### src/rtl/es2c_pkg.sv
`timescale 1ns / 1ps
// ----------------------------------------------------------------------------
// es2c_pkg
// Types, constants and tables shared by the epoch-to-calendar pipeline.
// ----------------------------------------------------------------------------
package es2c_pkg;

	typedef struct packed {
		logic [31:0]        unix_seconds;
		logic signed [31:0] micro_in;
	} in_t;

	typedef struct packed {
		logic [7:0]  year_offset;
		logic [3:0]  month_num;
		logic [4:0]  day_num;
		logic [4:0]  hour_num;
		logic [5:0]  minute_num;
		logic [5:0]  second_num;
		logic [19:0] micro_out;
	} out_t;

	// Seconds from 1970-01-01 to 2000-01-01.
	localparam logic [31:0] EPOCH_2000 = 32'd946684800;

	// Microseconds are divided by 64 by a shift, then by 15625. A bias of
	// BIAS_Q * 15625 keeps the dividend positive.
	localparam int unsigned DIV_US      = 15625;
	localparam int unsigned BIAS_Q      = 2148;
	localparam logic [27:0] BIAS_US     = 28'd33562500;
	localparam logic [27:0] RECIP_US    = 28'd140737489;   // ceil(2^41 / 15625)
	localparam int unsigned SHIFT_US    = 41;

	localparam logic [25:0] RECIP_DAY   = 26'd50903317;    // ceil(2^35 / 675)
	localparam int unsigned SHIFT_DAY   = 35;
	localparam logic [17:0] RECIP_HOUR  = 18'd149131;      // ceil(2^29 / 3600)
	localparam int unsigned SHIFT_HOUR  = 29;
	localparam logic [12:0] RECIP_MIN   = 13'd4370;        // ceil(2^18 / 60)
	localparam int unsigned SHIFT_MIN   = 18;
	localparam logic [16:0] RECIP_QUAD  = 17'd91868;       // ceil(2^27 / 1461)
	localparam int unsigned SHIFT_QUAD  = 27;

	localparam int unsigned SECS_DAY    = 86400;
	localparam int unsigned SECS_HOUR   = 3600;
	localparam int unsigned SECS_MIN    = 60;
	localparam int unsigned DAYS_QUAD   = 1461;

	// Day of year on which a month starts, month index 0 is January.
	function automatic logic [8:0] month_start(input logic [3:0] idx, input logic leap);
		logic [8:0] base;
		begin
			unique case (idx)
				4'd0:    base = 9'd0;
				4'd1:    base = 9'd31;
				4'd2:    base = 9'd59;
				4'd3:    base = 9'd90;
				4'd4:    base = 9'd120;
				4'd5:    base = 9'd151;
				4'd6:    base = 9'd181;
				4'd7:    base = 9'd212;
				4'd8:    base = 9'd243;
				4'd9:    base = 9'd273;
				4'd10:   base = 9'd304;
				4'd11:   base = 9'd334;
				default: base = 9'd0;
			endcase
			if (leap && idx >= 4'd2) begin
				base = base + 9'd1;
			end
			return base;
		end
	endfunction

endpackage

### src/rtl/es2c_micro.sv
`timescale 1ns / 1ps
// ----------------------------------------------------------------------------
// es2c_micro
// Three stages: floor division of the microsecond offset by one million and
// the carry into the seconds count relative to 2000.
// ----------------------------------------------------------------------------
module es2c_micro (
	input  logic              clk,
	input  logic              arst_n,
	input  logic              adv,
	input  logic              in_valid,
	input  es2c_pkg::in_t     in_item,
	output logic              v_s3,
	output logic [31:0]       t_s3,
	output logic [19:0]       micro_s3
);
	import es2c_pkg::*;

	logic              v_s1, v_s2;
	logic [26:0]       u_s1, u_s2;
	logic [5:0]        lo_s1, lo_s2;
	logic [31:0]       secs_s1, secs_s2;
	logic [54:0]       prod_s2;
	logic [27:0]       u_wide;
	logic [12:0]       qu;
	logic [26:0]       rem_wide;

	assign u_wide   = 28'({{2{in_item.micro_in[31]}}, in_item.micro_in[31:6]}) + BIAS_US;
	assign qu       = prod_s2[53:SHIFT_US];
	assign rem_wide = u_s2 - 27'(qu * 27'(DIV_US));

	always_ff @(posedge clk or negedge arst_n) begin
		if (!arst_n) begin
			v_s1 <= 1'b0;
			v_s2 <= 1'b0;
			v_s3 <= 1'b0;
		end else if (adv) begin
			v_s1 <= in_valid;
			v_s2 <= v_s1;
			v_s3 <= v_s2;
		end
	end

	always_ff @(posedge clk) begin
		if (adv) begin
			u_s1     <= u_wide[26:0];
			lo_s1    <= in_item.micro_in[5:0];
			secs_s1  <= in_item.unix_seconds;
			prod_s2  <= 55'(u_s1) * 55'(RECIP_US);
			u_s2     <= u_s1;
			lo_s2    <= lo_s1;
			secs_s2  <= secs_s1;
			micro_s3 <= {rem_wide[13:0], lo_s2};
			t_s3     <= secs_s2 - EPOCH_2000 + 32'(qu) - 32'(BIAS_Q);
		end
	end

endmodule

### src/rtl/es2c_date.sv
`timescale 1ns / 1ps
// ----------------------------------------------------------------------------
// es2c_date
// Four stages: day count to year offset, month and day of month, by way of
// four-year cycles of 1461 days.
// ----------------------------------------------------------------------------
module es2c_date (
	input  logic        clk,
	input  logic        adv,
	input  logic [15:0] days_s5,
	output logic [7:0]  year_s9,
	output logic [3:0]  month_s9,
	output logic [4:0]  day_s9
);
	import es2c_pkg::*;

	logic [32:0] prod_s6;
	logic [15:0] days_s6;
	logic [5:0]  quad_s7;
	logic [10:0] dq_s7;
	logic [7:0]  year_s8;
	logic [8:0]  doy_s8;
	logic        leap_s8;
	logic [5:0]  quad;
	logic [15:0] dq_wide;
	logic [1:0]  yq;
	logic [10:0] ystart;
	logic [3:0]  midx;
	logic [8:0]  doy_off;

	assign quad    = prod_s6[32:SHIFT_QUAD];
	assign dq_wide = days_s6 - 16'(quad * 16'(DAYS_QUAD));

	// The first year of each cycle is the leap year.
	always_comb begin
		priority if (dq_s7 < 11'd366) begin
			yq = 2'd0; ystart = 11'd0;
		end else if (dq_s7 < 11'd731) begin
			yq = 2'd1; ystart = 11'd366;
		end else if (dq_s7 < 11'd1096) begin
			yq = 2'd2; ystart = 11'd731;
		end else begin
			yq = 2'd3; ystart = 11'd1096;
		end
	end

	always_comb begin
		midx = 4'd0;
		for (int i = 1; i < 12; i++) begin
			if (doy_s8 >= month_start(4'(i), leap_s8)) begin
				midx = 4'(i);
			end
		end
		doy_off = doy_s8 - month_start(midx, leap_s8);
	end

	always_ff @(posedge clk) begin
		if (adv) begin
			prod_s6  <= 33'(days_s5) * 33'(RECIP_QUAD);
			days_s6  <= days_s5;
			quad_s7  <= quad;
			dq_s7    <= dq_wide[10:0];
			year_s8  <= {quad_s7, yq};
			doy_s8   <= 9'(dq_s7 - ystart);
			leap_s8  <= (yq == 2'd0);
			year_s9  <= year_s8;
			month_s9 <= midx + 4'd1;
			day_s9   <= 5'(doy_off + 9'd1);
		end
	end

endmodule

### src/rtl/es2c_tod.sv
`timescale 1ns / 1ps
// ----------------------------------------------------------------------------
// es2c_tod
// Six stages: seconds since 2000 into day count, hour, minute and second,
// each division a reciprocal multiply followed by a remainder stage.
// ----------------------------------------------------------------------------
module es2c_tod (
	input  logic        clk,
	input  logic        arst_n,
	input  logic        adv,
	input  logic        v_s3,
	input  logic [31:0] t_s3,
	input  logic [19:0] micro_s3,
	output logic        v_s9,
	output logic [15:0] days_s5,
	output logic [4:0]  hour_s9,
	output logic [5:0]  min_s9,
	output logic [5:0]  sec_s9,
	output logic [19:0] micro_s9
);
	import es2c_pkg::*;

	logic        v_s4, v_s5, v_s6, v_s7, v_s8;
	logic [50:0] prod_s4;
	logic [31:0] t_s4;
	logic [16:0] sod_s5, sod_s6;
	logic [34:0] prod_s6;
	logic [4:0]  hour_s7, hour_s8;
	logic [11:0] remh_s7, remh_s8;
	logic [24:0] prod_s8;
	logic [19:0] micro_s4, micro_s5, micro_s6, micro_s7, micro_s8;
	logic [15:0] days;
	logic [31:0] sod_wide;
	logic [4:0]  hour;
	logic [16:0] remh_wide;
	logic [5:0]  min;
	logic [11:0] sec_wide;

	assign days      = prod_s4[50:SHIFT_DAY];
	assign sod_wide  = t_s4 - 32'(days) * 32'(SECS_DAY);
	assign hour      = prod_s6[33:SHIFT_HOUR];
	assign remh_wide = sod_s6 - 17'(hour * 17'(SECS_HOUR));
	assign min       = prod_s8[23:SHIFT_MIN];
	assign sec_wide  = remh_s8 - 12'(min * 12'(SECS_MIN));

	always_ff @(posedge clk or negedge arst_n) begin
		if (!arst_n) begin
			v_s4 <= 1'b0;
			v_s5 <= 1'b0;
			v_s6 <= 1'b0;
			v_s7 <= 1'b0;
			v_s8 <= 1'b0;
			v_s9 <= 1'b0;
		end else if (adv) begin
			v_s4 <= v_s3;
			v_s5 <= v_s4;
			v_s6 <= v_s5;
			v_s7 <= v_s6;
			v_s8 <= v_s7;
			v_s9 <= v_s8;
		end
	end

	always_ff @(posedge clk) begin
		if (adv) begin
			// The day divisor 86400 is 128 * 675; the low seven bits are dropped.
			prod_s4  <= 51'(t_s3[31:7]) * 51'(RECIP_DAY);
			t_s4     <= t_s3;
			days_s5  <= days;
			sod_s5   <= sod_wide[16:0];
			prod_s6  <= 35'(sod_s5) * 35'(RECIP_HOUR);
			sod_s6   <= sod_s5;
			hour_s7  <= hour;
			remh_s7  <= remh_wide[11:0];
			prod_s8  <= 25'(remh_s7) * 25'(RECIP_MIN);
			hour_s8  <= hour_s7;
			remh_s8  <= remh_s7;
			hour_s9  <= hour_s8;
			min_s9   <= min;
			sec_s9   <= sec_wide[5:0];
			micro_s4 <= micro_s3;
			micro_s5 <= micro_s4;
			micro_s6 <= micro_s5;
			micro_s7 <= micro_s6;
			micro_s8 <= micro_s7;
			micro_s9 <= micro_s8;
		end
	end

endmodule

### src/rtl/epoch_seconds_to_calendar_unit.sv
`timescale 1ns / 1ps
// ----------------------------------------------------------------------------
// epoch_seconds_to_calendar_unit
// Unix seconds plus signed microseconds to calendar date and time since 2000.
// ----------------------------------------------------------------------------
// A nine-stage pipeline that accepts one transaction per cycle while the
// output is not stalled; every division (by one million, a day, an
// hour, a minute and a four-year cycle) is a reciprocal multiply followed by
// a remainder stage, and the result sits in the last stage register until it
// is taken. A stall on the output holds the whole pipeline. Years are counted
// from 2000 with every fourth year a leap year, and times before 2000 wrap
// modulo 2^32 seconds.
module epoch_seconds_to_calendar_unit (
	input  logic               clk,
	input  logic               arst_n,
	input  logic               in_valid,
	output logic               in_ready,
	input  es2c_pkg::in_t      in_item,
	output logic               out_valid,
	input  logic               out_ready,
	output es2c_pkg::out_t     out_item
);
	import es2c_pkg::*;

	logic        adv;
	logic        v_s3, v_s9;
	logic [31:0] t_s3;
	logic [19:0] micro_s3, micro_s9;
	logic [15:0] days_s5;
	logic [4:0]  hour_s9, day_s9;
	logic [5:0]  min_s9, sec_s9;
	logic [7:0]  year_s9;
	logic [3:0]  month_s9;

	assign adv      = !v_s9 || out_ready;
	assign in_ready = adv;

	es2c_micro u_micro (
		.clk      (clk),
		.arst_n   (arst_n),
		.adv      (adv),
		.in_valid (in_valid),
		.in_item  (in_item),
		.v_s3     (v_s3),
		.t_s3     (t_s3),
		.micro_s3 (micro_s3)
	);

	es2c_tod u_tod (
		.clk      (clk),
		.arst_n   (arst_n),
		.adv      (adv),
		.v_s3     (v_s3),
		.t_s3     (t_s3),
		.micro_s3 (micro_s3),
		.v_s9     (v_s9),
		.days_s5  (days_s5),
		.hour_s9  (hour_s9),
		.min_s9   (min_s9),
		.sec_s9   (sec_s9),
		.micro_s9 (micro_s9)
	);

	es2c_date u_date (
		.clk      (clk),
		.adv      (adv),
		.days_s5  (days_s5),
		.year_s9  (year_s9),
		.month_s9 (month_s9),
		.day_s9   (day_s9)
	);

	assign out_valid = v_s9;

	always_comb begin
		out_item             = '0;
		out_item.year_offset = year_s9;
		out_item.month_num   = month_s9;
		out_item.day_num     = day_s9;
		out_item.hour_num    = hour_s9;
		out_item.minute_num  = min_s9;
		out_item.second_num  = sec_s9;
		out_item.micro_out   = micro_s9;
	end

endmodule

### config.mk
export PLATFORM = sky130hd
export DESIGN_NAME = epoch_seconds_to_calendar_unit
export DESIGN_NICKNAME = d
export VERILOG_FILES = /design/src/rtl/es2c_pkg.sv /design/src/rtl/es2c_micro.sv /design/src/rtl/es2c_date.sv /design/src/rtl/es2c_tod.sv /design/src/rtl/epoch_seconds_to_calendar_unit.sv
export SDC_FILE = /design/constraint.sdc
export NUM_CORES = 2
export LEC_CHECK = 0
export ABC_AREA = 1
export BUFFER_PORTS_ARGS = -buffer_cell sky130_fd_sc_hd__buf_2
export CAP_MARGIN = 5
export CORE_MARGIN = 2
export CORE_UTILIZATION = 59
export DETAILED_ROUTE_END_ITERATION = 7
export HOLD_SLACK_MARGIN = 0.15
export PLACE_DENSITY = 0.76
export SETUP_SLACK_MARGIN = 0.02
export SLEW_MARGIN = 15
export SYNTH_ARGS = -nofsm -noshare
export SYNTH_HDL_FRONTEND = slang
export SYNTH_SLANG_ARGS = --single-unit
export TNS_END_PERCENT = 100
### constraint.sdc
create_clock -name clk -period 18.8 [get_ports clk]
set_input_delay 0.94 -clock clk [delete_from_list [all_inputs] [get_ports clk]]
set_output_delay 0.94 -clock clk [all_outputs]
set_load 0.02 [all_outputs]
==> impl_metrics.prom <==
# TYPE chip_impl_metric gauge
chip_impl_metric{name="layout.area.seq",unit="sq um"} 15400
chip_impl_metric{name="synth.yosys.seq_area_share",unit=""} 0.281
chip_impl_info{name="post_synth_main_area_contributors",value="sky130_fd_sc_hd__edfxtp_1, sky130_fd_sc_hd__ha_1, sky130_fd_sc_hd__fa_1, sky130_fd_sc_hd__inv_1, sky130_fd_sc_hd__nand2_1"} 1
chip_impl_info{name="holdPathEnd",value="u_micro.secs_s2[11]"} 1
chip_impl_metric{name="detail_route.wirelength",unit="um"} 113000
chip_impl_metric{name="postSynthCellCount",unit=""} 5112
chip_impl_metric{name="layout.cell_area.non_filler",unit="sq um"} 58900
chip_impl_metric{name="worst_skew_pair.late_latency",unit="ns"} 0.66
chip_impl_info{name="crit-reg2reg-capture",value="u_tod.prod_s4[49]"} 1
chip_impl_info{name="worst_hold_path_type",value="reg2reg"} 1
chip_impl_metric{name="final_clock_period_utilization_by_the_worst_path",unit=""} 0.350
chip_impl_metric{name="drt-pass1-iter-count",unit=""} 7
chip_impl_metric{name="worst-r2r-setup-slack",unit="ns"} 12.23
chip_impl_metric{name="ys.warnings.count",unit=""} 0
chip_impl_metric{name="critical_path_arrival",unit="ns"} 6.98
chip_impl_info{name="cts_tree",value="built"} 1
chip_impl_metric{name="viasPerCell",unit=""} 5.25
chip_impl_metric{name="netlist.area_leader.share",unit=""} 0.277
chip_impl_info{name="outcome",value="finished, final reports clean"} 1
chip_impl_info{name="leading_cell_type_in_the_layout_fill_and_taps_excluded",value="sky130_fd_sc_hd__inv_1"} 1
chip_impl_metric{name="insertedDiodeCount",unit=""} 0
chip_impl_metric{name="initial_utilization",unit=""} 0.597
chip_impl_metric{name="overflow",unit=""} 0
chip_impl_metric{name="globalRouteMet3Util",unit=""} 0.0276
chip_impl_metric{name="post-cts-setup-buffer-count",unit=""} 0
chip_impl_metric{name="floorplan.io_pins",unit=""} 124
chip_impl_metric{name="worst_ep_required_time",unit="ns"} 19.21
chip_impl_metric{name="finalNetCount",unit=""} 7064
chip_impl_metric{name="slew_headroom",unit=""} 0.378
chip_impl_info{name="setup.worst_path.class",value="reg2reg"} 1
chip_impl_metric{name="max_freq",unit="GHz"} 0.152
chip_impl_metric{name="yosys_register_bits",unit=""} 514
chip_impl_metric{name="total_routing_usage_gr",unit=""} 0.250
chip_impl_metric{name="synthesis.area",unit="sq um"} 54800
chip_impl_metric{name="cp_max_fo",unit=""} 12
chip_impl_metric{name="drtAntennaViolNets",unit=""} 0
chip_impl_info{name="path_cells",value="inv_1 -> ha_1 -> inv_1 -> fa_1 -> ha_1 -> inv_1 -> fa_1 -> inv_1 -> fa_1 -> fa_1 -> inv_1 -> fa_1 -> inv_1 -> ha_1 -> a21oi_1 -> o21ai_0 -> a21oi_1 -> o21ai_0 -> nand2_1 -> nand3_1 -> a21o_1 -> a21oi_1 -> o21ai_2 -> xor2_1"} 1
chip_impl_metric{name="fraction_of_final_layout_cells_with_drive_strength_greater_than_1",unit=""} 0.0487
chip_impl_metric{name="placement.io_buffers",unit=""} 123
chip_impl_metric{name="first_pass_grt_wire_length",unit="um"} 187000
chip_impl_metric{name="cts_repair_resize_count",unit=""} 0
chip_impl_metric{name="fraction_of_registers_with_async_set_or_reset_after_synthesis",unit=""} 0.0175
chip_impl_metric{name="met1_usage",unit=""} 0.336
chip_impl_metric{name="drv_cap",unit=""} 0
chip_impl_metric{name="drc_errors",unit=""} 0
chip_impl_info{name="layout_common_cells",value="sky130_fd_sc_hd__inv_1, sky130_fd_sc_hd__ha_1, sky130_fd_sc_hd__fa_1, sky130_fd_sc_hd__edfxtp_1, sky130_fd_sc_hd__nand2_1"} 1
chip_impl_metric{name="grt_pass1_vias",unit=""} 36832
chip_impl_metric{name="layoutNonFillerInstCount",unit=""} 6580
chip_impl_info{name="critPathSlowestCell",value="sky130_fd_sc_hd__edfxtp_1"} 1
chip_impl_metric{name="clock_path_buffers",unit=""} 3
chip_impl_metric{name="final-max-slew-violation-count",unit=""} 0
chip_impl_info{name="worstSetupEndpointType",value="flip-flop"} 1
chip_impl_info{name="ys_dominant_reg_cell",value="sky130_fd_sc_hd__edfxtp_1"} 1
chip_impl_metric{name="totalNegativeSetupSlack",unit="ns"} 0
chip_impl_metric{name="fp-row-count",unit=""} 111
chip_impl_metric{name="min_period",unit="ns"} 6.57
chip_impl_metric{name="routabilityCongestion",unit=""} 0.959
chip_impl_metric{name="dp_hpwl",unit="um"} 96300
chip_impl_metric{name="dr_wl_cell",unit="um"} 17.2
chip_impl_info{name="hold_path.startpoint",value="u_micro.secs_s1[11]"} 1
chip_impl_info{name="worstSetupStartpointType",value="flip-flop"} 1
chip_impl_metric{name="worstHoldPathCells",unit=""} 0
chip_impl_metric{name="die-height",unit="um"} 309
chip_impl_info{name="critical-path-top-cell-by-count",value="sky130_fd_sc_hd__inv_1"} 1
chip_impl_metric{name="cts.sinks",unit=""} 514
chip_impl_metric{name="cts.clk_slew.worst_paths",unit="ns"} 0.07
chip_impl_metric{name="timing.critical_path.depth",unit=""} 24
chip_impl_metric{name="floorplan.core_area",unit="sq um"} 91800
chip_impl_metric{name="placed_cell_area",unit="sq um"} 57000
chip_impl_metric{name="worst_r2r_path_depth",unit=""} 24
chip_impl_info{name="unrepaired_setup_endpoints_after_global_routing",value="no"} 1
chip_impl_metric{name="first_iter_violations",unit=""} 2007
chip_impl_metric{name="worst_max_slew_pin_slew",unit="ns"} 0.933
chip_impl_metric{name="num_vias",unit=""} 34546
chip_impl_metric{name="clock-skew-final",unit="ns"} 0.0393
chip_impl_metric{name="multi_input_gate_area",unit="sq um"} 34100
chip_impl_metric{name="synth.lib_cells_used.distinct",unit=""} 61
chip_impl_metric{name="syn_avg_cell_area",unit="sq um"} 10.7
chip_impl_metric{name="grt_max_degree",unit=""} 160
chip_impl_metric{name="fp.dieArea",unit="sq um"} 95300
chip_impl_metric{name="crit_path_max_incr_delay",unit="ns"} 0.86
chip_impl_metric{name="finalSetupViolations",unit=""} 0
chip_impl_info{name="clock-root-buffer",value="sky130_fd_sc_hd__clkbuf_16"} 1
chip_impl_metric{name="die_x",unit="um"} 309
chip_impl_metric{name="h_tree_levels",unit=""} 2
chip_impl_info{name="synth_top_area_cell",value="sky130_fd_sc_hd__edfxtp_1"} 1
chip_impl_metric{name="synth_edf_count",unit=""} 505
chip_impl_info{name="grt_most_used_layer",value="met2"} 1
chip_impl_metric{name="antenna_found_initial",unit=""} 1
chip_impl_metric{name="global_route.usage.met2",unit=""} 0.432
chip_impl_metric{name="fillerInstances",unit=""} 7189
chip_impl_metric{name="syn-num-nets",unit=""} 6882
chip_impl_metric{name="cts_inserted_buffers",unit=""} 56
chip_impl_metric{name="hold_viol",unit=""} 0
chip_impl_info{name="critical-path-top-delay-family",value="adder cells"} 1
chip_impl_metric{name="post_layout_utilization_of_the_core",unit=""} 0.641
chip_impl_metric{name="area_delta_synth_final",unit="%"} 7.40
chip_impl_info{name="worst_r2r_startpoint",value="u_micro.t_s3[12]"} 1
chip_impl_metric{name="post-place-cells",unit=""} 6478
chip_impl_metric{name="cp.buffers_inverters",unit=""} 6
==> timing repair <==
| action | CTS | global route |
|---|---|---|
| hold endpoints to repair | 9 | 0 |
| hold buffers | 1 | 0 |
| endpoints found under the setup margin | 0 | 0 |
==> cell type report <==
type | count | share of cell area
repair buffers | 130 | 0.0118
flip-flops and latches | 514 | 0.262
multi-input cells | 3181 | 0.579
inverters | 1411 | 0.0900
clock inverters | 36 | 0.00648
well taps | 1243 | 0.0264
clock buffers | 65 | 0.0246
==> cell usage after synthesis, types with 16 or more instances <==
| cell | n |
|---|---|
| sky130_fd_sc_hd__nand3_1 | 71 |
| sky130_fd_sc_hd__nor3_1 | 26 |
| sky130_fd_sc_hd__nand4_1 | 35 |
| sky130_fd_sc_hd__a31oi_1 | 30 |
| sky130_fd_sc_hd__inv_1 | 1403 |
| sky130_fd_sc_hd__xnor2_1 | 78 |
| sky130_fd_sc_hd__a21oi_1 | 247 |
| sky130_fd_sc_hd__edfxtp_1 | 505 |
| sky130_fd_sc_hd__o21bai_1 | 16 |
| sky130_fd_sc_hd__xor2_1 | 134 |
| sky130_fd_sc_hd__fa_1 | 640 |
| sky130_fd_sc_hd__nand2_1 | 381 |
| sky130_fd_sc_hd__ha_1 | 1062 |
| sky130_fd_sc_hd__nor2_1 | 198 |
| sky130_fd_sc_hd__o21ai_0 | 119 |
==> flip-flops by register name, summed over array words and instances (netlist names), 27 cells and up <==
name / flops
u_micro.u_s1: 27
u_micro.secs_s1: 32
u_micro.secs_s2: 32
u_micro.t_s3: 32
==> stage by stage <==
stage          hold WS (ns)  setup slack [ns]
2_1_floorplan         0.400              2.50
3_3_place_gp          0.400             12.39
3_5_place_dp          0.405             12.25
4_1_cts               0.410             12.22
5_1_grt               0.420             11.76
6_report              0.407             12.23
==> worst max path at each step <==
stage	from	end	slack (ns)
floorplan	out_ready	u_micro.v_s2	2.50
global placement	u_micro.u_s1[24]	u_micro.prod_s2[49]	12.39
detailed placement	u_micro.u_s1[18]	u_micro.prod_s2[49]	12.25
CTS	u_micro.u_s1[18]	u_micro.prod_s2[49]	12.22
global route	u_micro.u_s1[18]	u_micro.prod_s2[49]	11.76
finish	u_micro.t_s3[12]	u_tod.prod_s4[49]	12.23
==> kinds of logic after synthesis <==
| logic type | count (synthesis) | synth area share |
|---|---|---|
| adder cells (fa/ha/maj) | 1702 | 0.476 |
| buffers and inverters | 1417 | 0.0972 |
| AND/OR/NAND/NOR | 764 | 0.0596 |
| flip-flops | 514 | 0.281 |
| AO/OA/AOI/OAI | 502 | 0.0519 |
| XOR/XNOR | 212 | 0.0339 |
| multiplexers | 1 | 0.000205 |
==> metal layers <==
metal,vias up,part of all wire
met4,0,0.027
met5,-,0
met1,16867,0.44
li1,16791,-
met2,718,0.49
met3,170,0.046
Power is left out: the tool's default activity adds up to more than one toggle a clock period on the data nets, which glitch-free logic cannot reach.
